## src/hdl/pca_pkg.sv

```systemverilog
// ============================================================================
// pca_pkg: shared types and constants for the point-to-circle angle block
// Widths of the CORDIC datapath, arctangent table in turns, pipeline depths
// and configuration register indexes.
// ============================================================================
package pca_pkg;

    // Default sizes of the coordinate and angle ports
    localparam int COORD_WIDTH_DEF = 32;
    localparam int ANGLE_WIDTH_DEF = 25;

    // Vectoring CORDIC: magnitudes normalized so the larger one has its
    // top bit at NORM_BIT, angle accumulated in Q0.32 turns
    localparam int CORDIC_STEPS = 28;
    localparam int NORM_BIT     = 56;
    localparam int NORM_W       = NORM_BIT + 1;
    localparam int XY_W         = NORM_W + 3;
    localparam int Z_FRAC       = 32;
    localparam int Z_W          = Z_FRAC + 2;
    localparam int Z_QUARTER    = 1 << (Z_FRAC - 2);

    // Pipeline depth: subtract, abs, three normalize stages, CORDIC, three
    // output stages
    localparam int FRONT_STAGES = 5;
    localparam int BACK_STAGES  = 3;
    localparam int LATENCY      = FRONT_STAGES + CORDIC_STEPS + BACK_STAGES;

    // Configuration register indexes
    localparam int CFG_IDX_W = 1;
    localparam logic [CFG_IDX_W-1:0] CFG_OFFSET_X = 1'b0;
    localparam logic [CFG_IDX_W-1:0] CFG_OFFSET_Y = 1'b1;

    // atan(2^-i) in Q0.32 turns
    localparam logic [Z_FRAC-1:0] ATAN_TURNS [CORDIC_STEPS] = '{
        32'h20000000, 32'h12E4051E, 32'h09FB385B, 32'h051111D4, 32'h028B0D43,
        32'h0145D7E1, 32'h00A2F61E, 32'h00517C55, 32'h0028BE53, 32'h00145F2F,
        32'h000A2F98, 32'h000517CC, 32'h00028BE6, 32'h000145F3, 32'h0000A2FA,
        32'h0000517D, 32'h000028BE, 32'h0000145F, 32'h00000A30, 32'h00000518,
        32'h0000028C, 32'h00000146, 32'h000000A3, 32'h00000051, 32'h00000029,
        32'h00000014, 32'h0000000A, 32'h00000005
    };

    typedef logic signed [XY_W-1:0] t_xy;
    typedef logic signed [Z_W-1:0]  t_z;

    // Sign and zero flags of the centred point, carried down the pipe
    typedef struct packed {
        logic dx_zero;
        logic dx_neg;
        logic dy_zero;
        logic dy_neg;
    } t_flags;

    // Magnitudes in the normalize window
    typedef struct packed {
        logic [NORM_W-1:0] ax;
        logic [NORM_W-1:0] ay;
    } t_norm;

endpackage

```

## src/hdl/pca_cordic_stage.sv

```systemverilog
// ============================================================================
// pca_cordic_stage: one vectoring CORDIC iteration
// Rotate toward the x axis by atan(2^-STEP) and register the result.
// ============================================================================
module pca_cordic_stage #(
    parameter int STEP = 0
) (
    input  logic            i_clk,
    input  logic            i_rst_n,
    input  logic            i_valid,
    input  pca_pkg::t_xy    i_x,
    input  pca_pkg::t_xy    i_y,
    input  pca_pkg::t_z     i_z,
    input  pca_pkg::t_flags i_flags,
    output logic            o_valid,
    output pca_pkg::t_xy    o_x,
    output pca_pkg::t_xy    o_y,
    output pca_pkg::t_z     o_z,
    output pca_pkg::t_flags o_flags
);

    localparam pca_pkg::t_z ATAN =
        pca_pkg::t_z'({{(pca_pkg::Z_W - pca_pkg::Z_FRAC){1'b0}}, pca_pkg::ATAN_TURNS[STEP]});

    pca_pkg::t_xy    xs, ys, n_x, n_y, r_x, r_y;
    pca_pkg::t_z     n_z, r_z;
    pca_pkg::t_flags r_flags;
    logic            y_pos, r_valid;

    always_comb begin
        xs    = i_x >>> STEP;
        ys    = i_y >>> STEP;
        y_pos = !i_y[pca_pkg::XY_W-1] && (i_y != '0);
        if (y_pos) begin
            n_x = i_x + ys;
            n_y = i_y - xs;
            n_z = i_z + ATAN;
        end else begin
            n_x = i_x - ys;
            n_y = i_y + xs;
            n_z = i_z - ATAN;
        end
    end

    always_ff @(posedge i_clk) begin
        if (!i_rst_n) begin
            r_valid <= 1'b0;
        end else begin
            r_valid <= i_valid;
        end
    end

    always_ff @(posedge i_clk) begin
        r_x     <= n_x;
        r_y     <= n_y;
        r_z     <= n_z;
        r_flags <= i_flags;
    end

    assign o_valid = r_valid;
    assign o_x     = r_x;
    assign o_y     = r_y;
    assign o_z     = r_z;
    assign o_flags = r_flags;

endmodule

```

## config.mk

```make
export PLATFORM = sky130hd
export DESIGN_NAME = pca_cordic_stage
export DESIGN_NICKNAME = d
export VERILOG_FILES = /design/src/hdl/pca_pkg.sv /design/src/hdl/pca_cordic_stage.sv
export SDC_FILE = /design/constraint.sdc
export NUM_CORES = 1
export LEC_CHECK = 0
export ABC_AREA = 0
export BUFFER_PORTS_ARGS = -buffer_cell sky130_fd_sc_hd__clkbuf_2
export CAP_MARGIN = 20
export CORE_MARGIN = 5
export CORE_UTILIZATION = 40
export CTS_BUF_LIST = sky130_fd_sc_hd__clkbuf_4 sky130_fd_sc_hd__clkbuf_8
export CTS_CLUSTER_SIZE = 25
export DETAILED_ROUTE_END_ITERATION = 16
export GPL_TIMING_DRIVEN = 0
export SYNTH_ARGS = -nofsm -noshare
export SYNTH_HDL_FRONTEND = slang
export SYNTH_SLANG_ARGS = --single-unit
```

## constraint.sdc

```tcl
create_clock -name i_clk -period 3.35 [get_ports i_clk]
set_input_delay 0.335 -clock i_clk [delete_from_list [all_inputs] [get_ports i_clk]]
set_output_delay 0.335 -clock i_clk [all_outputs]
set_load 0.05 [all_outputs]
```

After elaboration in Yosys (flattened, before gate mapping)
Index checks and enable logic that the tools add are counted.
Widths: inputs -> output; s select.
Cells by class
  add/sub/neg operators: 5
  multiply operators: 0
  div/mod/pow operators: 0
  order comparisons: 0
  eq/ne operators: 0
  shifts and indexed selects: 0
  muxes and demuxes: 3
  bitwise logic cells: 0
  reduce and logical (&&, ||, !) cells: 3
Operators with widths (number)
  $mux 60: 2
  $sub 60x60->60: 2
  $add 60x60->60: 1
  $reduce_bool 60->1: 1
  $add 34x31->34 const B: 1
  $mux 34: 1
  $sub 34x31->34 const B: 1
  $logic_and 1x1->1: 1
  $logic_not 1->1: 1
Storage, ports and cells
  register bits: 159
  bits in latches: 0
  memory bits (writable): 0
  memory bits (read-only): 0
  bits of input ports: 161
  memories: 0

Longest topological paths before layout
  depth after elaboration: 3
  mapped depth: 14
  depth with buffers taken out: 13

Least setup slack after synthesis
No wires, ideal clock.
  path type: input-to-reg
  start: input port i_x[13]
  end: register r_x[45] (netlist: o_x[45])
  arrival: 2.755 ns
  required time: 3.229 ns
  setup slack: 0.473 ns
  cell stages on the path: 13
  cell sequence: inv_1 -> ha_1 -> buf_6 -> nor4_4 -> nand4_1 -> a21oi_2 -> o311ai_4 -> a211oi_4 -> o2111ai_4 -> a2111oi_2 -> o21a_1 -> a31oi_1 -> xnor2_1
Between the ends
  word-level cells in the longest chain between the ends: 2
  elaborated cells between the ends (all ways): 3
  classes of those cells: 2 x add/sub; 1 x mux
RTL lines
  from (decl): RTL line pca_cordic_stage.sv:11  | input pca_pkg::t_xy i_x,
  $sub 60x60->60 or $add 60x60->60 (tied branches): RTL line pca_cordic_stage.sv:39, pca_cordic_stage.sv:35
  $mux 60 *: RTL line pca_cordic_stage.sv:34  | if (y_pos) begin
  via n_x[45]: RTL line pca_cordic_stage.sv:25  | pca_pkg::t_xy xs, ys, n_x, n_y, r_x, r_y;
  to (signal assigned): RTL line pca_cordic_stage.sv:54  | r_x <= n_x;
  to (decl): RTL line pca_cordic_stage.sv:25
Mark *: on every way through the listed nets, which the timed path passes. The rest lies on a longest branch.
A chain may end at the register's enable or synchronous reset.

Worst setup path after layout
  start: input port i_x[13]
  end: register r_x[49] (netlist: o_x[49])
Same word-level chain as after synthesis.

==> results.json <==
{
  "portBuffers": 319,
  "start_kind": "input pin",
  "synth_top_area_share_pct": 20.98,
  "syn_area_um2": 15070,
  "cp_max_fo": 8,
  "slew_headroom_pct": 20.50,
  "vias": 16950,
  "pre_cts_ws_ns": -1.092,
  "dpl_cell_area_um2": 17310,
  "ys_top_cells_by_count": "256 x a21oi_1, 195 x ha_1, 181 x inv_1",
  "clk_pin_slew_worst_paths_ns": 0.09,
  "drc_errors": 0,
  "setup_ws_ns": 0.005674,
  "hold_depth": 2,
  "worst_slew_pin_slew_ns": 1.193,
  "synthCells": 1988,
  "dp_hpwl_um": 59520,
  "slowest_stage": "a211oi_4",
  "avgSynthCellArea_um2": 7.582,
  "layout-drive-gt1-share_pct": 20.21,
  "synth_most_common_cell": "a21oi_1",
  "grt-ovfl-total": 0,
  "die-height_um": 204.1,
  "critPathCaptureType": "register",
  "synth.ff_latch_count": 158,
  "antenna_found_initial": 2,
  "holdCritPathClass": "in -> reg",
  "rsz0062_at_grt": "true",
  "drv_cap": 0,
  "htreeDepth": 4,
  "syn_nets": 2348,
  "vias_per_cell": 5.853,
  "yosysSeqAreaShare_pct": 20.98,
  "ir_worst_vdd_mv": 0.3045,
  "gp_congestion": 1.038,
  "cts_tree": "built",
  "nets": 2734,
  "cp_cell_sequence": "clkbuf_2 -> inv_1 -> ha_1 -> buf_6 -> nor3_2 -> nand2_1 -> o211ai_1 -> o311ai_4 -> a211oi_4 -> o2111ai_4 -> a211oi_4 -> nor2_1 -> o21ai_1 -> xnor2_1",
  "fin_util_pct": 49.24,
  "setup_tns_ns": 0,
  "finalInstanceArea_um2": 18410,
  "wl_per_cell_um": 24.98,
  "drt-initial-drc-count": 1597,
  "maxSlewViolCount": 0,
  "ioPinCount": 320,
  "syn2layout_area_growth_pct": 22.16,
  "max_stage_delay_ns": 0.44,
  "postSynth.asyncResetShare_pct": 0,
  "grtUsageMet1_pct": 42.89,
  "use_met2_pct": 56.21,
  "synth_edf_count": 0,
  "clock.fmax_mhz": 299.0,
  "cpMostUsedCell": "a211oi_4",
  "dieArea_um2": 41670,
  "busiest_layer": "met2",
  "timing.final.crit_share_pct": 99.83,
  "clockBufferDepth": 2,
  "die_w_um": 204.1,
  "cellPowerDensity_nw_per_um2": 457.2,
  "synth_flop_cell": "dfxtp_1",
  "start_util_pct": 40.30,
  "finalSetupViolCount": 0,
  "diodes": 0,
  "rows": 71,
  "drt_wl_total_um": 72340,
  "worst_ep_required_time_ns": 3.73,
  "clock_sinks": 158,
  "grt_max_degree": 17,
  "status": "completed",
  "critical_path_class": "in -> reg",
  "fin_crit_ns": 3.344,
  "grt_pass1_vias": 16610,
  "ys_warn_count": 0,
  "use_met3_pct": 4.919,
  "finalPower_mw": 8.418,
  "yosys.area.top_type": "dfxtp_1",
  "grt_usage_pct": 33.31,
  "core_area_um2": 37400,
  "dr.pass1.iters": 7,
  "ant_nets": 0,
  "clock-root-buffer": "clkbuf_8",
  "leakage_nw": 8.448,
  "finalHoldViolations": 0,
  "synth_area_leaders": "dfxtp_1 21%, ha_1 16%, a21oi_1 8.5%",
  "cts_buffers": 17,
  "synthDistinctLibCells": 85,
  "cp.arrival_ns": 3.72,
  "grt_first_pass_wirelength_um": 105400
}
metrics by stage:
step | hold slack, ns | cells
floorplan | 0.3627 | 1988
global placement | 0.4372 | 2818
detailed placement | 0.4389 | 2819
CTS | 0.001213 | 2888
global route | 0.008287 | 2896
finish | 0.03292 | 2896
final timing paths:
check  startpoint         endpoint  slack [ns]
min       i_z[29]  o_z[29]$_DFF_P_        0.03
max       i_x[13]  o_x[49]$_DFF_P_       0.006
cell families after synthesis:
group,Yosys count,share of synthesized area [%]
AO/OA/AOI/OAI,689,29.06
AND/OR/NAND/NOR,515,16.68
buffers and inverters,273,7.329
adder cells (fa/ha/maj),199,16.72
flip-flops,158,20.98
XOR/XNOR,120,6.973
multiplexers,34,2.258
routing by layer:
metal	share of wire (%)	wire (um)	vias to the layer above
li1	-	-	7835
met1	42	30370	8090
met2	46	33560	860
met3	7.1	5128	161
met4	4.5	3249	4
met5	0.047	34	-
power breakdown:
group          internal (mW)  total, mW  switching [mW]
Clock                  0.517       1.35           0.833
Sequential              2.27       2.37           0.106
Combinational           1.24       4.70            3.45
worst max-delay path, delay by kind of cell:
family                   cells  cell delay (ns)
buffers and inverters        3             0.31
XOR/XNOR                     1             0.10
adder cells (fa/ha/maj)      1             0.30
AND/OR/NAND/NOR              3             0.64
AO/OA/AOI/OAI                6             2.04
sequential cells by signal, summed over array words and instances, names as in the netlist:
register  count
o_y          60
o_x          59
o_z          34
o_flags       4
o_valid       1
timing repair:
action | CTS | global route
hold buffers | 34 | 0
pin swaps | 3 | 15
endpoints found under the hold margin | 34 | 0
resized for setup | 34 | 39
gates cloned | 0 | 0
buffers inserted | 5 | 9
endpoints found under the setup margin | 50 | 52
placed cells by master, fill, tap and decap left out, types with 24 or more instances in the layout:
master	Yosys	layout
clkbuf_1	37	29
clkbuf_2	0	328
a21o_1	31	31
o31ai_1	30	26
nand3_1	42	42
dfxtp_1	158	158
buf_4	13	27
dlygate4sd3_1	0	34
nor2_1	147	147
o21ai_0	120	116
mux2i_1	34	34
a211oi_1	24	24
nand4_1	34	34
o21bai_1	57	55
nand2_1	120	120
nor3_1	48	46
inv_1	181	181
a21oi_1	256	247
xnor2_1	111	111
ha_1	195	195
final cells by class:
class | count | area [um^2]
multi-input combinational | 1557 | 11100
tap | 511 | 639.4
clock buffer | 17 | 234.0
sequential | 158 | 3163
timing repair buffer | 368 | 2047
inverter | 191 | 716.9
clock inverter | 13 | 108.9
buffer | 81 | 401.6
fill | 3852 | 18990
Power figures use the tool's default switching activity.
