[src/hdl/pca_pkg.sv]
// ============================================================================
// pca_pkg: shared types and constants for the point-to-circle angle block
// Widths of the CORDIC datapath, arctangent table in turns, pipeline depths
// and configuration register indexes.
// ============================================================================
package pca_pkg;

    // Default sizes of the coordinate and angle ports
    localparam int COORD_WIDTH_DEF = 32;
    localparam int ANGLE_WIDTH_DEF = 25;

    // Vectoring CORDIC: magnitudes normalized so the larger one has its
    // top bit at NORM_BIT, angle accumulated in Q0.32 turns
    localparam int CORDIC_STEPS = 28;
    localparam int NORM_BIT     = 56;
    localparam int NORM_W       = NORM_BIT + 1;
    localparam int XY_W         = NORM_W + 3;
    localparam int Z_FRAC       = 32;
    localparam int Z_W          = Z_FRAC + 2;
    localparam int Z_QUARTER    = 1 << (Z_FRAC - 2);

    // Pipeline depth: subtract, abs, three normalize stages, CORDIC, three
    // output stages
    localparam int FRONT_STAGES = 5;
    localparam int BACK_STAGES  = 3;
    localparam int LATENCY      = FRONT_STAGES + CORDIC_STEPS + BACK_STAGES;

    // Configuration register indexes
    localparam int CFG_IDX_W = 1;
    localparam logic [CFG_IDX_W-1:0] CFG_OFFSET_X = 1'b0;
    localparam logic [CFG_IDX_W-1:0] CFG_OFFSET_Y = 1'b1;

    // atan(2^-i) in Q0.32 turns
    localparam logic [Z_FRAC-1:0] ATAN_TURNS [CORDIC_STEPS] = '{
        32'h20000000, 32'h12E4051E, 32'h09FB385B, 32'h051111D4, 32'h028B0D43,
        32'h0145D7E1, 32'h00A2F61E, 32'h00517C55, 32'h0028BE53, 32'h00145F2F,
        32'h000A2F98, 32'h000517CC, 32'h00028BE6, 32'h000145F3, 32'h0000A2FA,
        32'h0000517D, 32'h000028BE, 32'h0000145F, 32'h00000A30, 32'h00000518,
        32'h0000028C, 32'h00000146, 32'h000000A3, 32'h00000051, 32'h00000029,
        32'h00000014, 32'h0000000A, 32'h00000005
    };

    typedef logic signed [XY_W-1:0] t_xy;
    typedef logic signed [Z_W-1:0]  t_z;

    // Sign and zero flags of the centred point, carried down the pipe
    typedef struct packed {
        logic dx_zero;
        logic dx_neg;
        logic dy_zero;
        logic dy_neg;
    } t_flags;

    // Magnitudes in the normalize window
    typedef struct packed {
        logic [NORM_W-1:0] ax;
        logic [NORM_W-1:0] ay;
    } t_norm;

endpackage

[src/hdl/pca_back.sv]
// ============================================================================
// pca_back: angle rounding and quadrant mapping
// Clamp the accumulated angle, round it to the output format, then map the
// first-quadrant angle to the full circle. Three register stages.
// ============================================================================
module pca_back #(
    parameter int ANGLE_WIDTH = pca_pkg::ANGLE_WIDTH_DEF
) (
    input  logic                          i_clk,
    input  logic                          i_rst_n,
    input  logic                          i_valid,
    input  pca_pkg::t_z                   i_z,
    input  pca_pkg::t_flags               i_flags,
    output logic                          o_valid,
    output logic signed [ANGLE_WIDTH-1:0] o_angle,
    output logic                          o_centre
);

    localparam int ZC_W  = pca_pkg::Z_FRAC - 1;
    localparam int DROP  = pca_pkg::Z_FRAC + 1 - ANGLE_WIDTH;
    localparam int A_W   = ANGLE_WIDTH - 1;
    localparam logic [pca_pkg::Z_FRAC-1:0] ROUND_HALF = pca_pkg::Z_FRAC'(1) << (DROP - 1);
    localparam logic [pca_pkg::Z_FRAC-1:0] QUARTER    = pca_pkg::Z_FRAC'(1) << (ANGLE_WIDTH - 3);
    localparam logic signed [ANGLE_WIDTH-1:0] HALF    = ANGLE_WIDTH'(1) << (ANGLE_WIDTH - 2);
    localparam logic signed [ANGLE_WIDTH-1:0] QTR_S   = ANGLE_WIDTH'(1) << (ANGLE_WIDTH - 3);

    logic [ZC_W-1:0]               r_zc, n_zc;
    logic [A_W-1:0]                r_a, n_a;
    logic [pca_pkg::Z_FRAC-1:0]    sum, a_full;
    logic signed [ANGLE_WIDTH-1:0] a_s, n_angle, r_angle;
    pca_pkg::t_flags               r_f1, r_f2;
    logic                          r_v1, r_v2, r_v3, r_centre;

    // Stage 1: clamp to [0, quarter turn]
    always_comb begin
        if (i_z[pca_pkg::Z_W-1]) begin
            n_zc = '0;
        end else if (i_z > pca_pkg::t_z'(pca_pkg::Z_QUARTER)) begin
            n_zc = ZC_W'(pca_pkg::Z_QUARTER);
        end else begin
            n_zc = i_z[ZC_W-1:0];
        end
    end

    // Stage 2: round half up, clamp to quarter turn
    always_comb begin
        sum    = {1'b0, r_zc} + ROUND_HALF;
        a_full = sum >> DROP;
        n_a    = (a_full > QUARTER) ? A_W'(QUARTER) : a_full[A_W-1:0];
    end

    // Stage 3: quadrant mapping
    always_comb begin
        a_s = r_f2.dy_zero ? '0 : $signed({1'b0, r_a});
        if (r_f2.dx_zero && r_f2.dy_zero) begin
            n_angle = '0;
        end else if (r_f2.dx_zero) begin
            n_angle = r_f2.dy_neg ? -QTR_S : QTR_S;
        end else if (!r_f2.dx_neg) begin
            n_angle = r_f2.dy_neg ? -a_s : a_s;
        end else begin
            n_angle = r_f2.dy_neg ? (a_s - HALF) : (HALF - a_s);
        end
    end

    always_ff @(posedge i_clk) begin
        if (!i_rst_n) begin
            r_v1 <= 1'b0;
            r_v2 <= 1'b0;
            r_v3 <= 1'b0;
        end else begin
            r_v1 <= i_valid;
            r_v2 <= r_v1;
            r_v3 <= r_v2;
        end
    end

    always_ff @(posedge i_clk) begin
        r_zc     <= n_zc;
        r_f1     <= i_flags;
        r_a      <= n_a;
        r_f2     <= r_f1;
        r_angle  <= n_angle;
        r_centre <= r_f2.dx_zero && r_f2.dy_zero;
    end

    assign o_valid  = r_v3;
    assign o_angle  = r_angle;
    assign o_centre = r_centre;

endmodule
[config.mk]
export PLATFORM = sky130hd
export DESIGN_NAME = pca_back
export DESIGN_NICKNAME = d
export VERILOG_FILES = /design/src/hdl/pca_pkg.sv /design/src/hdl/pca_back.sv
export SDC_FILE = /design/constraint.sdc
export NUM_CORES = 1
export LEC_CHECK = 0
export BUFFER_PORTS_ARGS = -buffer_cell sky130_fd_sc_hd__buf_4
export CAP_MARGIN = 20
export CELL_PAD_IN_SITES_DETAIL_PLACEMENT = 2
export CELL_PAD_IN_SITES_GLOBAL_PLACEMENT = 2
export CORE_ASPECT_RATIO = 1.4
export CORE_MARGIN = 3
export CORE_UTILIZATION = 34
export CTS_CLUSTER_DIAMETER = 120
export DETAILED_ROUTE_END_ITERATION = 6
export PLACE_DENSITY = 0.91
export SETUP_SLACK_MARGIN = 0.15
export SYNTH_ARGS = -nofsm -noshare
export SYNTH_HDL_FRONTEND = slang
export SYNTH_SLANG_ARGS = --single-unit
[constraint.sdc]
create_clock -name i_clk -period 3.2 [get_ports i_clk]
set_input_delay 0.48 -clock i_clk [delete_from_list [all_inputs] [get_ports i_clk]]
set_output_delay 0.48 -clock i_clk [all_outputs]
set_load 0.005 [all_outputs]
Word-level counts from Yosys, hierarchy flattened
Index checks and enable logic that the tools add are counted.
{"block": "op_classes", "addsub": 4, "magnitude_cmp": 2, "muxes": 7, "n_reduce_logical": 2}
{"cell": "25-bit two-way mux", "count": 5}
{"cell": "34-bit by 32-bit greater-than comparator with 1-bit output (second input constant)", "count": 1}
{"cell": "31-bit by 8-bit adder with 32-bit output (second input constant)", "count": 1}
{"cell": "31-bit two-way mux", "count": 1}
{"cell": "24-bit negator with 25-bit output", "count": 1}
{"cell": "24-bit by 24-bit subtractor with 25-bit output (first input constant)", "count": 1}
{"cell": "24-bit by 24-bit subtractor with 25-bit output (second input constant)", "count": 1}
{"cell": "24-bit by 23-bit greater-than comparator with 1-bit output (second input constant)", "count": 1}
{"cell": "24-bit two-way mux", "count": 1}
{"cell": "2-bit OR reduction", "count": 1}
{"cell": "1-bit logical AND", "count": 1}
{"block": "totals", "regBits": 92, "input_bits": 41, "wordCells": 31}

Longest topological paths before layout
{"block": "logic_depth", "depth_word": 5, "mapped_depth": 9}

Worst setup path after synthesis
Ideal clock, no wire load.
{"block": "synth_path", "path_kind": "reg2reg", "start": "register r_zc[7]", "end": "register r_a[3]", "t_arrival_ns": 2.806, "required_time_ns": 3.112, "setup_slack_ns": 0.306, "path_stages_with_launch": 9, "period_less_slack_ns": 2.894, "cell_sequence": "dfxtp_1 > ha_1 > nand4_1 > nor4_1 > mux2_2 > or4_1 > o41a_1 > buf_6 > nor4_2"}
{"block": "synth_between", "elab_chain_len": 2}
{"item": "start: declaration", "line_no": "pca_back.sv:27", "source": "logic [ZC_W-1:0] r_zc, n_zc;"}
{"item": "start signal: assignment", "line_no": "pca_back.sv:79", "source": "r_zc <= n_zc;"}
{"item": "31-bit by 8-bit adder with 32-bit output *", "line_no": "pca_back.sv:47", "source": "sum = {1'b0, r_zc} + ROUND_HALF;"}
{"item": "24-bit by 23-bit greater-than comparator with 1-bit output", "line_no": "pca_back.sv:49", "source": "n_a = (a_full > QUARTER) ? A_W'(QUARTER) : a_full[A_W-1:0];"}
{"item": "end signal: assignment", "line_no": "pca_back.sv:81", "source": "r_a <= n_a;"}
{"item": "end: declaration", "line_no": "pca_back.sv:28", "source": "logic [A_W-1:0] r_a, n_a;"}
Every way passes the cells marked *; elsewhere a longest branch is shown, timed or not.
A chain may end at the register's enable or synchronous reset.

Final worst setup path
{"block": "layout_path", "start": "register r_zc[7]", "end": "register r_a[6]"}
Same word-level chain as after synthesis.

==> flow_summary.ini <==
[outcome]
run_status = finished, final reports clean

[yosys]
syn_nets = 472
synth_edf_count = 0
synth_top_area_frac = 0.438
ys_seq_elements = 85
synth.most_common_cell = dfxtp_1
ys_async_sr_fraction = 0
yosysTopAreaCell = dfxtp_1
netlist_top_cells_count = dfxtp_1 (85), nor2_1 (51), and2_1 (28)
ys_top_cells_by_area = dfxtp_1 (44%), nor2_1 (4.9%), and2_1 (4.5%), xor2_1 (4.1%), xnor2_1 (3.8%)
yosysUniqueCellTypes = 64
yosysWarnings = 0
synth.cell_area_um2 = 3890
synth-seq-area-share = 0.438
synthFlopType = dfxtp_1
syn_inst = 429
syn_area_per_cell_um2 = 9.06

[final_layout]
fin_util = 0.443
regArea_um2 = 1700
multi_input_area_um2 = 2030
n_antenna_cell = 0
area_delta_synth_final_pct = 25.0
nNetsFinal = 542
n_fill_cell = 1221
fin_area_um2 = 4860
drive_gt1_frac = 0.249

[power_and_ir_drop]
p_leak_nw = 1.95
power.total_mw = 2.50
powerDensity_nw_per_um2 = 515
peakVddDrop_v = 0.000227

[global_route]
antenna_found_initial = 0
globalRouteTotalUtil = 0.197
grt_max_degree = 24
grt_pass1_vias = 3828
grt_pass1_wl_mm = 19.5
grt_overflow = 0

[place]
portBuffers = 67
place.gp.congestion = 0.873
dp_hpwl_mm = 8.95
placed_area_um2 = 4510

[setup_path]
crit_path_max_fanout = 9
worst-setup-path-type = register to register
arrival_ps = 3120
required_ps = 3440
cp-start-kind = register
cp-end-kind = register

[routing]
antenna_violating_nets_post_route = 0
wl_met3_um = 487
viasPerCell = 5.41
drt_wl_total_mm = 12.1
drtIter0Drc = 60
dr.pass1.iters = 4
drc = 0
num_vias = 3481
wl_met2_mm = 6.88
routed.top_layer = met4
route.detailed.wl_per_inst_um = 18.8
wl_met1_mm = 4.34

[sta]
skew_ps = 7.92
setup_viol = 0
setup_tns_ps = 0
fmax_mhz = 348
slew_headroom = 0.488
finalHoldViolCount = 0
tightest_slew_ps = 762
maxSlewViolCount = 0
rsz0062_at_grt = no
finalCritPeriodShare = 0.897
period_needed_ps = 2870

[clocking]
clkSinkCount = 85
cts-htree-levels = 3
cts_tree = yes
postCtsSetupBuffers = 0
cts_buffers = 9
clockBufferDepth = 2
clock_latency_ps = 340
clkTransAtPathRegs_ps = 60
cts_root_buf = clkbuf_16

[die]
die_width_um = 96.4
io_pins = 68
initial_utilization = 0.354
num_rows = 45
die_area_um2 = 12800
die_y_um = 133
core_area_um2 = 11000

[run]
drv_cap = 0

[min_path]
hp-class = input port to register
[through the flow]
stage / setup slack [ps] / instances / hold slack [ps]
floorplan: 306 / 429 / 310
global placement: 446 / 628 / 313
detailed placement: 246 / 628 / 313
CTS: 218 / 643 / 227
global route: 164 / 644 / 228
finish: 329 / 644 / 235
[final cells by class]
class | count | share of cell area
Multi-Input combinational cell | 318 | 0.417
Inverter | 4 | 0.00309
Clock buffer | 10 | 0.0471
Tap cell | 141 | 0.0363
Timing Repair Buffer | 81 | 0.125
Sequential cell | 85 | 0.351
Clock inverter | 5 | 0.0206
[cell usage in the layout, fill, tap and decap left out, drive strengths merged, types with 4 or more instances in the layout]
master	count
and3	7
xor2	18
nor2b	9
o31ai	4
mux2	5
and2	30
a21oi	17
xnor2	17
nand3	13
nand2	27
clkbuf	10
nor2	51
nand4	13
buf	81
nor4	19
nor3	21
a31oi	6
dfxtp	85
and4	4
a311oi	5
o21ai	13
inv	4
[worst max-delay path, stage by stage, from the launching register on]
cell and delay [ps]:
dfxtp_1 360, ha_1 210, nand4_1 200, nor4_2 350, mux2_2 380, or4_1 480
o41a_2 510, nor3_1 290
[per-layer routing]
metal,vias up,track usage
met4,0,0.0991
li1,1662,-
met5,-,0
met3,35,0.0330
met2,100,0.373
met1,1684,0.198
[power by group]
group          internal [mW]  leakage (nW)  switching, mW
logic                  0.109          1.09          0.114
clock network          0.755         0.162          0.406
registers               1.09         0.694         0.0283
[flip-flops by register name, indices dropped and copies added (netlist names)]
name,cells
r_f1,4
r_zc,24
r_a,24
r_f2,4
r_v1,1
o_valid,1
r_v2,1
o_centre,1
o_angle,25
[final timing paths]
kind	end	slack, ps	cells past startpoint	from
hold reg to reg	r_f2[1]	330	0	r_f1[1]
setup reg to reg	r_a[6]	330	7	r_zc[7]
hold / removal	r_f1[1]	240	1	i_flags[1]
setup / recovery	r_a[6]	330	7	r_zc[7]
[cell families after synthesis]
| kind of cell | after synthesis | share of synthesized area |
|---|---|---|
| AO/OA/AOI/OAI | 65 | 0.114 |
| other | 1 | 0.000965 |
| AND/OR/NAND/NOR | 208 | 0.299 |
| flip-flops | 85 | 0.438 |
| buffers and inverters | 26 | 0.0425 |
| adder cells (fa/ha/maj) | 2 | 0.00644 |
| XOR/XNOR | 35 | 0.0789 |
| multiplexers | 7 | 0.0206 |
[timing repair]
action	4_1_cts	5_1_grt
hold buffers	0	0
setup endpoints to repair	0	9
resized for setup	0	4
(Power assumes the default switching activity.)
