<file path="src/hdl/pca_pkg.sv">
// ============================================================================
// pca_pkg: shared types and constants for the point-to-circle angle block
// Widths of the CORDIC datapath, arctangent table in turns, pipeline depths
// and configuration register indexes.
// ============================================================================
package pca_pkg;

    // Default sizes of the coordinate and angle ports
    localparam int COORD_WIDTH_DEF = 32;
    localparam int ANGLE_WIDTH_DEF = 25;

    // Vectoring CORDIC: magnitudes normalized so the larger one has its
    // top bit at NORM_BIT, angle accumulated in Q0.32 turns
    localparam int CORDIC_STEPS = 28;
    localparam int NORM_BIT     = 56;
    localparam int NORM_W       = NORM_BIT + 1;
    localparam int XY_W         = NORM_W + 3;
    localparam int Z_FRAC       = 32;
    localparam int Z_W          = Z_FRAC + 2;
    localparam int Z_QUARTER    = 1 << (Z_FRAC - 2);

    // Pipeline depth: subtract, abs, three normalize stages, CORDIC, three
    // output stages
    localparam int FRONT_STAGES = 5;
    localparam int BACK_STAGES  = 3;
    localparam int LATENCY      = FRONT_STAGES + CORDIC_STEPS + BACK_STAGES;

    // Configuration register indexes
    localparam int CFG_IDX_W = 1;
    localparam logic [CFG_IDX_W-1:0] CFG_OFFSET_X = 1'b0;
    localparam logic [CFG_IDX_W-1:0] CFG_OFFSET_Y = 1'b1;

    // atan(2^-i) in Q0.32 turns
    localparam logic [Z_FRAC-1:0] ATAN_TURNS [CORDIC_STEPS] = '{
        32'h20000000, 32'h12E4051E, 32'h09FB385B, 32'h051111D4, 32'h028B0D43,
        32'h0145D7E1, 32'h00A2F61E, 32'h00517C55, 32'h0028BE53, 32'h00145F2F,
        32'h000A2F98, 32'h000517CC, 32'h00028BE6, 32'h000145F3, 32'h0000A2FA,
        32'h0000517D, 32'h000028BE, 32'h0000145F, 32'h00000A30, 32'h00000518,
        32'h0000028C, 32'h00000146, 32'h000000A3, 32'h00000051, 32'h00000029,
        32'h00000014, 32'h0000000A, 32'h00000005
    };

    typedef logic signed [XY_W-1:0] t_xy;
    typedef logic signed [Z_W-1:0]  t_z;

    // Sign and zero flags of the centred point, carried down the pipe
    typedef struct packed {
        logic dx_zero;
        logic dx_neg;
        logic dy_zero;
        logic dy_neg;
    } t_flags;

    // Magnitudes in the normalize window
    typedef struct packed {
        logic [NORM_W-1:0] ax;
        logic [NORM_W-1:0] ay;
    } t_norm;

endpackage

</file>
<file path="src/hdl/pca_front.sv">
// ============================================================================
// pca_front: centre subtraction, magnitudes and normalization
// Five register stages: subtract, abs and flags, then three stages of two
// greedy normalize steps each.
// ============================================================================
module pca_front #(
    parameter int COORD_WIDTH = pca_pkg::COORD_WIDTH_DEF
) (
    input  logic                          i_clk,
    input  logic                          i_rst_n,
    input  logic                          i_valid,
    input  logic signed [COORD_WIDTH-1:0] i_point_x,
    input  logic signed [COORD_WIDTH-1:0] i_point_y,
    input  logic signed [COORD_WIDTH-1:0] i_offset_x,
    input  logic signed [COORD_WIDTH-1:0] i_offset_y,
    output logic                          o_valid,
    output pca_pkg::t_norm                o_norm,
    output pca_pkg::t_flags               o_flags
);

    localparam int DW = COORD_WIDTH + 1;
    localparam int PAD = pca_pkg::NORM_W - DW;

    // Shift both magnitudes left by sh if the larger one has room for it
    function automatic pca_pkg::t_norm norm_step(pca_pkg::t_norm v, int sh);
        pca_pkg::t_norm r;
        r = v;
        if (((v.ax | v.ay) >> (pca_pkg::NORM_W - sh)) == '0) begin
            r.ax = v.ax << sh;
            r.ay = v.ay << sh;
        end
        return r;
    endfunction

    logic signed [DW-1:0] r_dx, r_dy, n_dx, n_dy;
    logic                 r_v1, r_v2, r_v3, r_v4, r_v5;
    logic [DW-1:0]        r_ax, r_ay, n_ax, n_ay;
    pca_pkg::t_flags      r_f2, r_f3, r_f4, r_f5, n_f2;
    pca_pkg::t_norm       r_n3, r_n4, r_n5, n_init;

    always_comb begin
        n_dx = {i_point_x[COORD_WIDTH-1], i_point_x} - {i_offset_x[COORD_WIDTH-1], i_offset_x};
        n_dy = {i_point_y[COORD_WIDTH-1], i_point_y} - {i_offset_y[COORD_WIDTH-1], i_offset_y};
    end

    always_comb begin
        n_f2.dx_zero = (r_dx == '0);
        n_f2.dx_neg  = r_dx[DW-1];
        n_f2.dy_zero = (r_dy == '0);
        n_f2.dy_neg  = r_dy[DW-1];
        n_ax = r_dx[DW-1] ? DW'(-r_dx) : DW'(r_dx);
        n_ay = r_dy[DW-1] ? DW'(-r_dy) : DW'(r_dy);
    end

    always_comb begin
        n_init.ax = {{PAD{1'b0}}, r_ax};
        n_init.ay = {{PAD{1'b0}}, r_ay};
    end

    // Valid bits
    always_ff @(posedge i_clk) begin
        if (!i_rst_n) begin
            r_v1 <= 1'b0;
            r_v2 <= 1'b0;
            r_v3 <= 1'b0;
            r_v4 <= 1'b0;
            r_v5 <= 1'b0;
        end else begin
            r_v1 <= i_valid;
            r_v2 <= r_v1;
            r_v3 <= r_v2;
            r_v4 <= r_v3;
            r_v5 <= r_v4;
        end
    end

    // Payload
    always_ff @(posedge i_clk) begin
        r_dx <= n_dx;
        r_dy <= n_dy;
        r_ax <= n_ax;
        r_ay <= n_ay;
        r_f2 <= n_f2;
        r_n3 <= norm_step(norm_step(n_init, 32), 16);
        r_f3 <= r_f2;
        r_n4 <= norm_step(norm_step(r_n3, 8), 4);
        r_f4 <= r_f3;
        r_n5 <= norm_step(norm_step(r_n4, 2), 1);
        r_f5 <= r_f4;
    end

    assign o_valid = r_v5;
    assign o_norm  = r_n5;
    assign o_flags = r_f5;

endmodule

</file>
<file path="config.mk">
export PLATFORM = sky130hd
export DESIGN_NAME = pca_front
export DESIGN_NICKNAME = d
export VERILOG_FILES = /design/src/hdl/pca_pkg.sv /design/src/hdl/pca_front.sv
export SDC_FILE = /design/constraint.sdc
export NUM_CORES = 1
export LEC_CHECK = 0
export BUFFER_PORTS_ARGS = -buffer_cell sky130_fd_sc_hd__buf_2
export CAP_MARGIN = 10
export CORE_ASPECT_RATIO = 0.5
export CORE_MARGIN = 2
export CORE_UTILIZATION = 52
export DETAILED_ROUTE_END_ITERATION = 8
export PLACE_DENSITY = 0.78
export SLEW_MARGIN = 20
export SYNTH_ARGS = -nofsm -noshare
export SYNTH_HDL_FRONTEND = slang
export SYNTH_SLANG_ARGS = --single-unit
</file>
<file path="constraint.sdc">
create_clock -name i_clk -period 2.7 [get_ports i_clk]
set_input_delay 0.405 -clock i_clk [delete_from_list [all_inputs] [get_ports i_clk]]
set_output_delay 0.405 -clock i_clk [all_outputs]
set_load 0.02 [all_outputs]
</file>
After elaboration in Yosys (flattened, before gate mapping)
Index checks and enable logic that the tools add are counted.

Flip-flop bits (word level): 495. Input bits: 131. Logic and storage cells: 65.

$add $sub $neg: 4. Multiplexer cells: 8. Bitwise logic cells: 6. Reduce and logical (&&, ||, !) cells: 8.

Operators with widths (count): 114-bit two-way mux (6); 57-bit zero test (6); 57-bit bitwise OR (5); 33-bit zero test (2); 33-bit negation (2); 32-bit by 32-bit subtractor with 33-bit output (2); 32-bit two-way mux (2); 33-bit bitwise OR (1).

Longest topological paths before layout
Gate-level depths: netlist of run 1.

Depth in word-level cells: 6. Mapped depth: 10. Mapped depth without buffers: 10.

Worst setup path before layout of run 1
OpenSTA, ideal clock, no wires.

Path type: flip-flop to flip-flop. Start point: register r_dx[8]. End point: register r_ax[32]. Library setup time: 115 ps. Data arrival time: 2474 ps. Data required time: 2585 ps. Path slack: 111 ps. Stages on the path, launching flop included: 8. Buffers on the path: 0. Period minus slack after synthesis: 2589 ps. Cells stage by stage: dfxtp_1 > or4_4 > or4_4 > nand2b_4 > or3_4 > nor4_1 > ha_1 > and2_1.

Word-level cells in the longest chain between the ends: 1.

RTL lines: from (decl) (RTL line pca_front.sv:35) `logic signed [DW-1:0] r_dx, r_dy, n_dx, n_dy;`; from (signal assigned) (RTL line pca_front.sv:79) `r_dx <= n_dx;`; 33-bit negation (RTL line pca_front.sv:51) `n_ax = r_dx[DW-1] ? DW'(-r_dx) : DW'(r_dx);`; to (signal assigned) (RTL line pca_front.sv:81) `r_ax <= n_ax;`; to (decl) (RTL line pca_front.sv:37) `logic [DW-1:0] r_ax, r_ay, n_ax, n_ay;`.

Every way passes these cells. A chain may end at the register's enable or synchronous reset.

Worst setup path after layout of run 1
Start point: register r_n3[53] (netlist name). End point: register r_n4[109] (netlist name).

Word-level cells in the longest chain between the ends: 6.

RTL lines: from (decl) (RTL line pca_front.sv:39) `pca_pkg::t_norm r_n3, r_n4, r_n5, n_init;`; from (signal assigned) (RTL line pca_front.sv:84) `r_n3 <= norm_step(norm_step(n_init, 32), 16);`; 57-bit bitwise OR (RTL line pca_front.sv:28) `if (((v.ax | v.ay) >> (pca_pkg::NORM_W - sh)) == '0) begin`; 57-bit zero test (RTL line pca_front.sv:28); 114-bit two-way mux (*) (RTL line pca_front.sv:28); 57-bit bitwise OR (RTL line pca_front.sv:28); 57-bit zero test (RTL line pca_front.sv:28); 114-bit two-way mux (*) (RTL line pca_front.sv:28); to (signal assigned) (RTL line pca_front.sv:86) `r_n4 <= norm_step(norm_step(r_n3, 8), 4);`; to (decl) (RTL line pca_front.sv:39).

Every way passes the cells marked *; elsewhere a longest branch is shown, timed or not.

==> results of run 1 <==
flip-flops by register name, summed over array words and instances (netlist names):
name	count
r_ax	33
r_f4	4
o_flags	4
r_v2	1
o_valid	1
r_f3	4
r_n3	114
r_v3	1
r_n4	114
r_dx	33
r_ay	33
r_v1	1
r_dy	33
r_f2	4
o_norm	114
r_v4	1
final cells by class:
| type | count | area (sq um) |
|---|---|---|
| Clock inverter | 16 | 231 |
| Fill cell | 3219 | 14600 |
| Inverter | 106 | 398 |
| Timing Repair Buffer | 317 | 1820 |
| Clock buffer | 62 | 1230 |
| Sequential cell | 495 | 9910 |
| Tap cell | 530 | 663 |
| Multi-Input combinational cell | 1359 | 10100 |
power breakdown:
| part | internal (mW) | switching (mW) |
|---|---|---|
| registers | 9.54 | 1.61 |
| clock network | 3.67 | 2.70 |
| logic | 3.01 | 4.02 |
what timing repair did:
action                                 4_1_cts  5_1_grt
endpoints found under the hold margin        0        0
pin swaps                                    1        1
cloned                                       1        0
gates resized for setup                      1        4
setup endpoints to repair                    8       10
metrics by stage:
| stage | worst slack (ns) | std cells |
|---|---|---|
| final | 0.0632 | 2885 |
| after global routing | -0.00549 | 2885 |
| after CTS | 0.0245 | 2885 |
| after detailed placement | -0.217 | 2806 |
| after global placement | -0.112 | 2806 |
| after floorplan | 0.111 | 2050 |
cells by family after synthesis:
logic type | after synthesis
compound gates | 384
xor+xnor | 118
fa+ha+maj | 70
buf+inv | 197
flops | 495
mux | 336
other cells | 1
simple gates | 418
cells in the mapped netlist (41+ instances only):
| cell type | number | area share |
|---|---|---|
| ha_1 | 68 | 0.041 |
| mux2i_1 | 333 | 0.16 |
| dfxtp_1 | 495 | 0.48 |
| and2_1 | 58 | 0.018 |
| a21oi_1 | 115 | 0.028 |
| o21ai_0 | 83 | 0.020 |
| nand2_1 | 154 | 0.028 |
| inv_1 | 106 | 0.019 |
| a21o_1 | 41 | 0.015 |
| xnor2_1 | 94 | 0.040 |
| nor2_1 | 55 | 0.010 |
| clkbuf_1 | 50 | 0.0091 |
cells in the final DEF (no fill, tap or decap), types with 12 or more instances in the layout:
| cell | instances |
|---|---|
| and2_1 | 58 |
| buf_4 | 63 |
| nand2_1 | 153 |
| a21oi_1 | 115 |
| dfxtp_1 | 495 |
| o21a_1 | 17 |
| clkbuf_1 | 12 |
| o21ai_0 | 83 |
| nand4_1 | 13 |
| nand3_1 | 16 |
| conb_1 | 32 |
| ha_1 | 67 |
| clkbuf_16 | 44 |
| inv_1 | 106 |
| mux2i_1 | 333 |
| o31ai_1 | 19 |
| a31oi_1 | 18 |
| buf_2 | 249 |
| nor2_1 | 54 |
| xnor2_1 | 94 |
| a22o_1 | 16 |
| and3_1 | 38 |
| xor2_1 | 24 |
| a21o_1 | 41 |
| nor3_1 | 13 |
| nor4_1 | 22 |
worst paths after layout:
check                                   to  slack [ns]
worst min register to register  o_flags[1]        0.32
worst min-delay path                  r_v1        0.06
worst max-delay path             r_n4[109]        0.06
worst max register to register   r_n4[109]        0.06
routing by layer:
metal  vias to the layer above  part of all wire  global-route usage
met1                      7229              0.47               0.318
li1                       7671                 -                   -
met2                       457              0.45               0.367
met5                         -                 0                   0
met3                        54             0.066              0.0436
met4                         0             0.012              0.0433
==> results by group, run 1 <==
Critical path
  – Crit-path slowest cell: nor4_1
  – Cell depth of the worst setup path: 9
  – CP Cell Sequence: nor4_1 -> buf_4 -> nand4_1 -> a21oi_2 -> buf_4 -> nand2b_1 -> buf_4 -> mux2i_1 -> o21ai_0
  – Buf+Inv Stages, Crit Path: 3
  – CP Data Arrival Time: 3.04 ns
  – Slowest stage delay, CP: 0.38 ns
  – Nature of the critical path startpoint: flip-flop
  – Most used cell along the critical path: buf_4
  – Crit path max-delay family: buffers and inverters
  – Setup Crit Path Kind: flip-flop to flip-flop
  – Reg2reg start: r_n3[53]
  – Worst-path fanout max: 32
  – Worst setup path start: r_n3[53]
  – Critical path endpoint category: flip-flop
  – Worst path required time: 3.10 ns
  – Number of cells on the worst reg-to-reg path: 9

Placed design
  – Gp weighted congestion: 0.936
  – Half-perimeter wire length after placement: 36.9 mm
  – Placed cell area: 0.0229 sq mm
  – PortBufs: 249

Yosys
  – Mean Syn Cell Area: 10.2 sq um
  – Largest family of logic cells by synthesized area: multiplexers
  – Multiplexer share of the synthesized area: 0.163
  – Ys async rst share: 0
  – Synth Instances: 2019
  – Synth Area in Simple Gates: 0.105
  – Mapped Area: 0.0206 sq mm
  – Post-Synth Adder-Cell Area: 0.0432
  – Seq/Total Area, Yosys: 0.481
  – EDFF count, synth: 0
  – FF+latch count, synth: 495
  – Cell variety after synth: 65
  – Compound-Gate Fraction of Synth Area: 0.120
  – Xor/xnor cell area share of the yosys netlist: 0.0502
  – Post-synth top flop: dfxtp_1
  – Yosys Warn Count: 0

Global routing
  – Initial antenna violation count: 0
  – Overflow after GRT: 0
  – GRT Total Usage: 0.227
  – First-pass GRT wire length: 75.8 mm
  – Vias in the first global route: 14500
  – Largest net degree at the start of global routing: 81

Timing
  – Least-Margin Pin Slew: 1.09 ns
  – Setup tns final: 0 ns
  – Worst Skew: 0.0184 ns
  – F_max: 379 MHz
  – # setup viols final: 0
  – Slew Limit Fails: 0
  – Max-slew headroom: 0.273
  – Worst hold margin: 0.0631 ns
  – Final Hold Viols: 0
  – Fin crit share: 0.977
  – Minimum clock period: 2.64 ns

Floorplanning
  – Overall die width: 285 um
  – Die area: 0.0413 sq mm
  – Initial Util: 0.528
  – Core ar.: 0.0390 sq mm
  – Top Ports: 250
  – Die height: 145 um
  – FP Rows: 51

Pwr
  – Worst vdd ir: 535 uV
  – Overall power: 24.5 mW
  – Power per cell area: 1010 mW/mm^2
  – P_leak: 11.2 nW

Detailed routing
  – Vias per cell: 5.34
  – Drt wl/cell: 16.8 um
  – Antenna Nets Post-Route: 0
  – Drt drc: 0
  – Initial DRC Count: 1109
  – DR pass1 iterations: 5
  – Via count: 15400
  – WL final: 48.6 mm

Cells and area
  – Net count, final: 2523
  – Layout Cell Area excl Fill: 0.0244 sq mm
  – Diodes inserted: 0
  – Layout area overhead: 18.2%
  – Fin util: 0.625
  – Share of layout cells above drive strength 1: 0.177

Clocking
  – Root buffer cell: clkbuf_16
  – Worst skew pair latency: 0.56 ns
  – Setup bufs post-CTS: 0
  – CTS Sinks: 495
  – CTS Hold Bufs: 0
  – CTS Buf Count: 43
  – CTS max path bufs: 3
  – CTS tree: done
  – CTS HTree Levels: 2
  – Clock slew at reported path FFs: 0.07 ns

Outcome
  – Status: complete, no violations

Hold path
  – HP Class: input port to flip-flop
  – Worst hold start: i_valid
  – Hold depth: 2

Run
  – Max_cap viols: 0
No activity file was read; power rests on OpenSTA's default activity.
==> run 2: changes to the inputs <==
- CORE_UTILIZATION: 52 -> 40
- PLACE_DENSITY: 0.78 -> 0.64
==> results by group, run 2 (synthesis results as in run 1) <==
Outcome
  – Status: complete, no violations (unchanged)

Run
  – Max_cap viols: 0 (unchanged)

Pwr
  – Clock share of power: 0.267 (was 0.260)
  – Overall power: 24.8 mW (was 24.5 mW)
  – Power per cell area: 1000 mW/mm^2 (was 1010 mW/mm^2)
  – P_leak: 11.3 nW (was 11.2 nW)
  – Comb pwr share: 0.282 (was 0.286)
  – Net Sw Frac: 0.337 (was 0.339)
  – Flop pwr share: 0.451 (was 0.454)
  – Worst vdd ir: 541 uV (was 535 uV)
  – Internal power: 16.4 mW (was 16.2 mW)
  – Sw Pwr: 8.36 mW (was 8.33 mW)

Detailed routing
  – DR pass1 iterations: 5 (unchanged)
  – Via count: 15200 (was 15400)
  – Vias per cell: 4.96 (was 5.34)
  – Antenna Nets Post-Route: 0 (unchanged)
  – Drt wl/cell: 16.3 um (was 16.8 um)
  – Drt drc: 0 (unchanged)
  – WL final: 49.9 mm (was 48.6 mm)
  – Initial DRC Count: 929 (was 1109)

Cells and area
  – Layout area overhead: 20.2% (was 18.2%)
  – Net count, final: 2536 (was 2523)
  – # fillers: 4763 (was 3219)
  – FF/Latch Area: 0.00991 sq mm (about the same)
  – Commonest non-fill, non-tap cell in the layout: dfxtp_1 (unchanged)
  – Most frequent cells in the layout: dfxtp_1 (494), mux2i_1 (333), buf_2 (249), nand2_1 (153), a21oi_1 (115) (was dfxtp_1 (495), mux2i_1 (333), buf_2 (249), nand2_1 (153), a21oi_1 (115))
  – Non-filler cells, final: 3062 (was 2885)
  – Multi-input combinational cell area: 0.0101 sq mm (about the same)
  – Share of layout cells above drive strength 1: 0.185 (was 0.177)

Floorplanning
  – Initial Util: 0.407 (was 0.528)
  – Die height: 164 um (was 145 um)
  – Overall die width: 325 um (was 285 um)
  – Top Ports: 250 (unchanged)
  – Die area: 0.0534 sq mm (was 0.0413 sq mm)
  – Core ar.: 0.0506 sq mm (was 0.0390 sq mm)
  – FP Rows: 58 (was 51)

Critical path
  – Worst-path fanout max: 4 (was 32)
  – Worst path required time: 3.15 ns (was 3.10 ns)
  – Nature of the critical path startpoint: flip-flop (unchanged)
  – Critical path endpoint category: flip-flop (unchanged)
  – Setup Crit Path Kind: flip-flop to flip-flop (unchanged)
  – CP Data Arrival Time: 3.04 ns (about the same)

Clocking
  – Worst skew pair latency: 0.57 ns (was 0.56 ns)
  – CTS Sinks: 495 (unchanged)
  – CTS tree: done (unchanged)
  – CTS Buf Count: 45 (was 43)
  – CTS max path bufs: 3 (unchanged)
  – Setup bufs post-CTS: 0 (unchanged)
  – CTS HTree Levels: 2 (unchanged)
  – Clock slew at reported path FFs: 0.06 ns (was 0.07 ns)
  – Root buffer cell: clkbuf_16 (unchanged)

Placed design
  – Placed cell count: 2977 (was 2806)
  – PortBufs: 249 (unchanged)
  – Half-perimeter wire length after placement: 38.9 mm (was 36.9 mm)
  – Gp weighted congestion: 0.898 (was 0.936)

Timing
  – Setup repair after global routing missed its margin: no
  – Slew Limit Fails: 0 (unchanged)
  – Minimum clock period: 2.59 ns (was 2.64 ns)
  – Least-Margin Pin Slew: 0.853 ns (was 1.09 ns)
  – Fin crit share: 0.960 (was 0.977)
  – F_max: 386 MHz (was 379 MHz)
  – # setup viols final: 0 (unchanged)
  – Worst Skew: 0.0261 ns (was 0.0184 ns)
  – Final Hold Viols: 0 (unchanged)
  – Max-slew headroom: 0.431 (was 0.273)

Global routing
  – Initial antenna violation count: 0 (unchanged)
  – First-pass GRT wire length: 78.4 mm (was 75.8 mm)
  – GRT Total Usage: 0.181 (was 0.227)
  – Largest net degree at the start of global routing: 116 (was 81)
  – Vias in the first global route: 14700 (was 14500)
  – Overflow after GRT: 0 (unchanged)

Hold path
  – HP Class: input port to flip-flop (unchanged)
==> run 2: cell count changes in the layout (fill, tap and decap cells not counted), moves of 3 or more <==
cell        change
clkinvlp_4      +3
clkbuf_1        -8
clkbuf_8        +3
buf_4           +9
clkinv_2        +7
==> run 2: routing by layer <==
metal / GRT usage / part of all wire / up-vias
met1: 0.258 / 0.50 / 7149
met3: 0.0363 / 0.050 / 46
met2: 0.286 / 0.44 / 280
li1: - / - / 7701
met4: 0.0345 / 0.012 / 2
met5: 0.00906 / 0.0012 / -
==> run 2: critical path: stages (launching register included) <==
cell and delay, ns:
dfxtp_1 0.32, or4_4 0.55, or4_4 0.44, nand2b_4 0.17, or3_4 0.37, nor4_4 0.21, ha_1 0.26, and2_1 0.16
==> run 2: area by class of cell <==
| type | count | area share |
|---|---|---|
| Antenna cell | 2 | 0.000202 |
| Clock buffer | 59 | 0.0521 |
| Clock inverter | 23 | 0.0106 |
| Inverter | 106 | 0.0161 |
| Multi-Input combinational cell | 1358 | 0.407 |
| Sequential cell | 495 | 0.400 |
| Tap cell | 690 | 0.0349 |
| Timing Repair Buffer | 329 | 0.0789 |
==> run 2: power groups by stage <==
stage	combinational, mW	clock, mW	sequential [mW]
after detailed placement	7.03	0	11.3
after CTS	7.07	6.77	11.1
final	6.99	6.63	11.2
after floorplan	4.01	0	11.5
after global routing	7.66	7.12	11.3
after global placement	7.01	0	11.3
==> run 2: worst paths after layout <==
path	from	end	slack [ns]	depth (start not counted)
worst min register to register	r_f4[1]	o_flags[1]	0.32	0
worst max register to register	r_dx[10]	r_ax[32]	0.11	7
worst min-delay path	i_valid	r_v1	0.06	2
worst max-delay path	r_dx[10]	r_ax[32]	0.11	7
==> run 2: metrics by stage <==
step                setup slack [ns]  instance area (sq um)   util  hold WS (ns)  TNS [ns]
floorplan                      0.111                  20700      -         0.310         0
global placement              -0.123                  23200  0.458         0.313    -0.450
detailed placement            -0.171                  23200  0.458         0.312    -0.756
CTS                          0.00864                  24700  0.489        0.0329         0
global route                  0.0138                  24800  0.489        0.0296         0
finish                         0.108                  24800  0.490        0.0574         0
==> run 2: timing repair <==
item	in CTS	in global routing
gates resized for setup	1	2
hold buffers	0	0
endpoints found under the hold margin	0	0
pin swaps	0	3
setup endpoints to repair	1	1
==> run 3: changes to the inputs <==
- PLACE_DENSITY: 0.64 -> default
- PLACE_DENSITY_LB_ADDON: default -> 0.08
==> results by group, run 3 (synthesis results as in run 1) <==
Floorplanning
  – Die area: 0.0534 sq mm (unchanged)
  – FP Rows: 58 (unchanged)
  – Top Ports: 250 (unchanged)
  – Initial Util: 0.407 (unchanged)
  – Die height: 164 um (unchanged)
  – Core ar.: 0.0506 sq mm (unchanged)
  – Overall die width: 325 um (unchanged)

Timing
  – # setup viols final: 0 (unchanged)
  – Worst Skew: 0.0277 ns (was 0.0261 ns)
  – Fin crit share: 0.948 (was 0.960)
  – Minimum clock period: 2.56 ns (was 2.59 ns)
  – Least-Margin Pin Slew: 0.622 ns (was 0.853 ns)
  – F_max: 391 MHz (was 386 MHz)
  – Setup repair after global routing missed its margin: no (unchanged)
  – Final Hold Viols: 0 (unchanged)
  – Slew Limit Fails: 0 (unchanged)
  – Max-slew headroom: 0.584 (was 0.431)

Pwr
  – Worst vdd ir: 482 uV (was 541 uV)
  – P_leak: 11.3 nW (about the same)
  – Power per cell area: 1000 mW/mm^2 (about the same)
  – Clock share of power: 0.271 (was 0.267)
  – Flop pwr share: 0.451 (about the same)
  – Overall power: 24.9 mW (was 24.8 mW)
  – Internal power: 16.4 mW (about the same)
  – Sw Pwr: 8.43 mW (was 8.36 mW)
  – Net Sw Frac: 0.339 (was 0.337)
  – Comb pwr share: 0.278 (was 0.282)

Global routing
  – Initial antenna violation count: 0 (unchanged)
  – Largest net degree at the start of global routing: 79 (was 116)
  – Vias in the first global route: 14400 (was 14700)
  – First-pass GRT wire length: 78.8 mm (was 78.4 mm)
  – GRT Total Usage: 0.184 (was 0.181)
  – Overflow after GRT: 0 (unchanged)

Critical path
  – Worst-path fanout max: 33 (was 4)
  – Worst path required time: 3.16 ns (was 3.15 ns)
  – Nature of the critical path startpoint: flip-flop (unchanged)
  – Critical path endpoint category: flip-flop (unchanged)
  – CP Data Arrival Time: 3.02 ns (was 3.04 ns)
  – Setup Crit Path Kind: flip-flop to flip-flop (unchanged)
  – Number of cells on the worst reg-to-reg path: 10 (was 7)

Detailed routing
  – Via count: 14900 (was 15200)
  – Drt drc: 0 (unchanged)
  – Initial DRC Count: 1026 (was 929)
  – Antenna Nets Post-Route: 0 (unchanged)
  – DR pass1 iterations: 5 (unchanged)
  – Vias per cell: 4.88 (was 4.96)
  – Drt wl/cell: 16.3 um (about the same)
  – WL final: 50.1 mm (was 49.9 mm)

Clocking
  – Worst skew pair latency: 0.57 ns (about the same)
  – CTS tree: done (unchanged)
  – CTS Hold Bufs: 0 (unchanged)
  – CTS Sinks: 495 (unchanged)
  – CTS Buf Count: 46 (was 45)
  – CTS max path bufs: 3 (unchanged)
  – CTS HTree Levels: 2 (unchanged)
  – Root buffer cell: clkbuf_16 (unchanged)
  – Clock slew at reported path FFs: 0.07 ns (was 0.06 ns)

Run
  – Max_cap viols: 0 (unchanged)

Cells and area
  – Layout Cell Area excl Fill: 0.0248 sq mm (about the same)
  – Commonest non-fill, non-tap cell in the layout: dfxtp_1 (unchanged)
  – Share of layout cells above drive strength 1: 0.185 (about the same)
  – Net count, final: 2538 (was 2536)
  – Non-filler cells, final: 3063 (was 3062)
  – Layout area overhead: 20.3% (was 20.2%)
  – Most frequent cells in the layout: dfxtp_1 (495), mux2i_1 (333), buf_2 (249), nand2_1 (153), a21oi_1 (115) (was dfxtp_1 (494), mux2i_1 (333), buf_2 (249), nand2_1 (153), a21oi_1 (115))

Placed design
  – PortBufs: 249 (unchanged)
  – Placed cell count: 2976 (was 2977)
  – Gp weighted congestion: 0.896 (was 0.898)
  – Placed cell area: 0.0232 sq mm (about the same)
  – Half-perimeter wire length after placement: 39.1 mm (was 38.9 mm)

Outcome
  – Status: complete, no violations (unchanged)

Hold path
  – Hold depth: 2 (unchanged)
  – HP Class: input port to flip-flop (unchanged)
run 3: repair_timing:
| item | CTS | global route |
|---|---|---|
| hold endpoints to repair | 0 | 0 |
| setup endpoints to repair | 0 | 56 |
| resized for setup | 0 | 4 |
| buffers inserted | 0 | 3 |
run 3: through the flow:
stage	TNS, ns	util	hold WS (ns)	setup slack (ns)
global route	0	0.490	0.0190	0.000217
global placement	-0.607	0.458	0.313	-0.139
finish	0	0.490	0.0374	0.140
CTS	0	0.489	0.0165	0.0380
floorplan	0	-	0.310	0.111
detailed placement	-0.996	0.458	0.314	-0.221
run 3: worst max-delay path, stage by stage, from the launching register on:
cell,delay [ns]
dfxtp_1,0.32
nor4_1,0.35
buf_4,0.18
nand4_1,0.12
a21oi_2,0.27
buf_4,0.24
nand2b_1,0.16
buf_4,0.33
nand2_1,0.08
and3_1,0.19
a31oi_1,0.20
run 3: final cells by class:
| type | count | area (sq um) |
|---|---|---|
| clock inverter | 21 | 267 |
| sequential | 495 | 9910 |
| fill | 4910 | 25800 |
| tap | 690 | 863 |
| multi-input combinational | 1358 | 10100 |
| antenna | 1 | 2.50 |
| timing repair buffer | 330 | 1950 |
| clock buffer | 62 | 1300 |
| inverter | 106 | 398 |
run 3: final timing paths:
| check | startpoint | end | slack, ns |
|---|---|---|---|
| hold reg to reg | r_f4[0] | o_flags[0] | 0.32 |
| setup / recovery | r_n3[53] | r_n4[46] | 0.14 |
| hold / removal | i_valid | r_v1 | 0.04 |
| setup reg to reg | r_n3[53] | r_n4[46] | 0.14 |
run 3: power groups by stage:
| stage | Clock, mW | Sequential, mW | Combinational, mW |
|---|---|---|---|
| CTS | 6.92 | 11.2 | 7.00 |
| finish | 6.74 | 11.2 | 6.92 |
| detailed placement | 0 | 11.3 | 6.98 |
| floorplan | 0 | 11.5 | 4.01 |
| global route | 7.27 | 11.4 | 7.60 |
| global placement | 0 | 11.3 | 6.97 |
run 3: metal layers:
layer	share of wire	global-route usage	vias up	wire length (um)
met5	0	0	-	0
met4	0.0093	0.0290	0	468
met3	0.057	0.0384	38	2860
met2	0.40	0.266	326	20100
met1	0.53	0.282	6882	26600
li1	-	-	7700	-
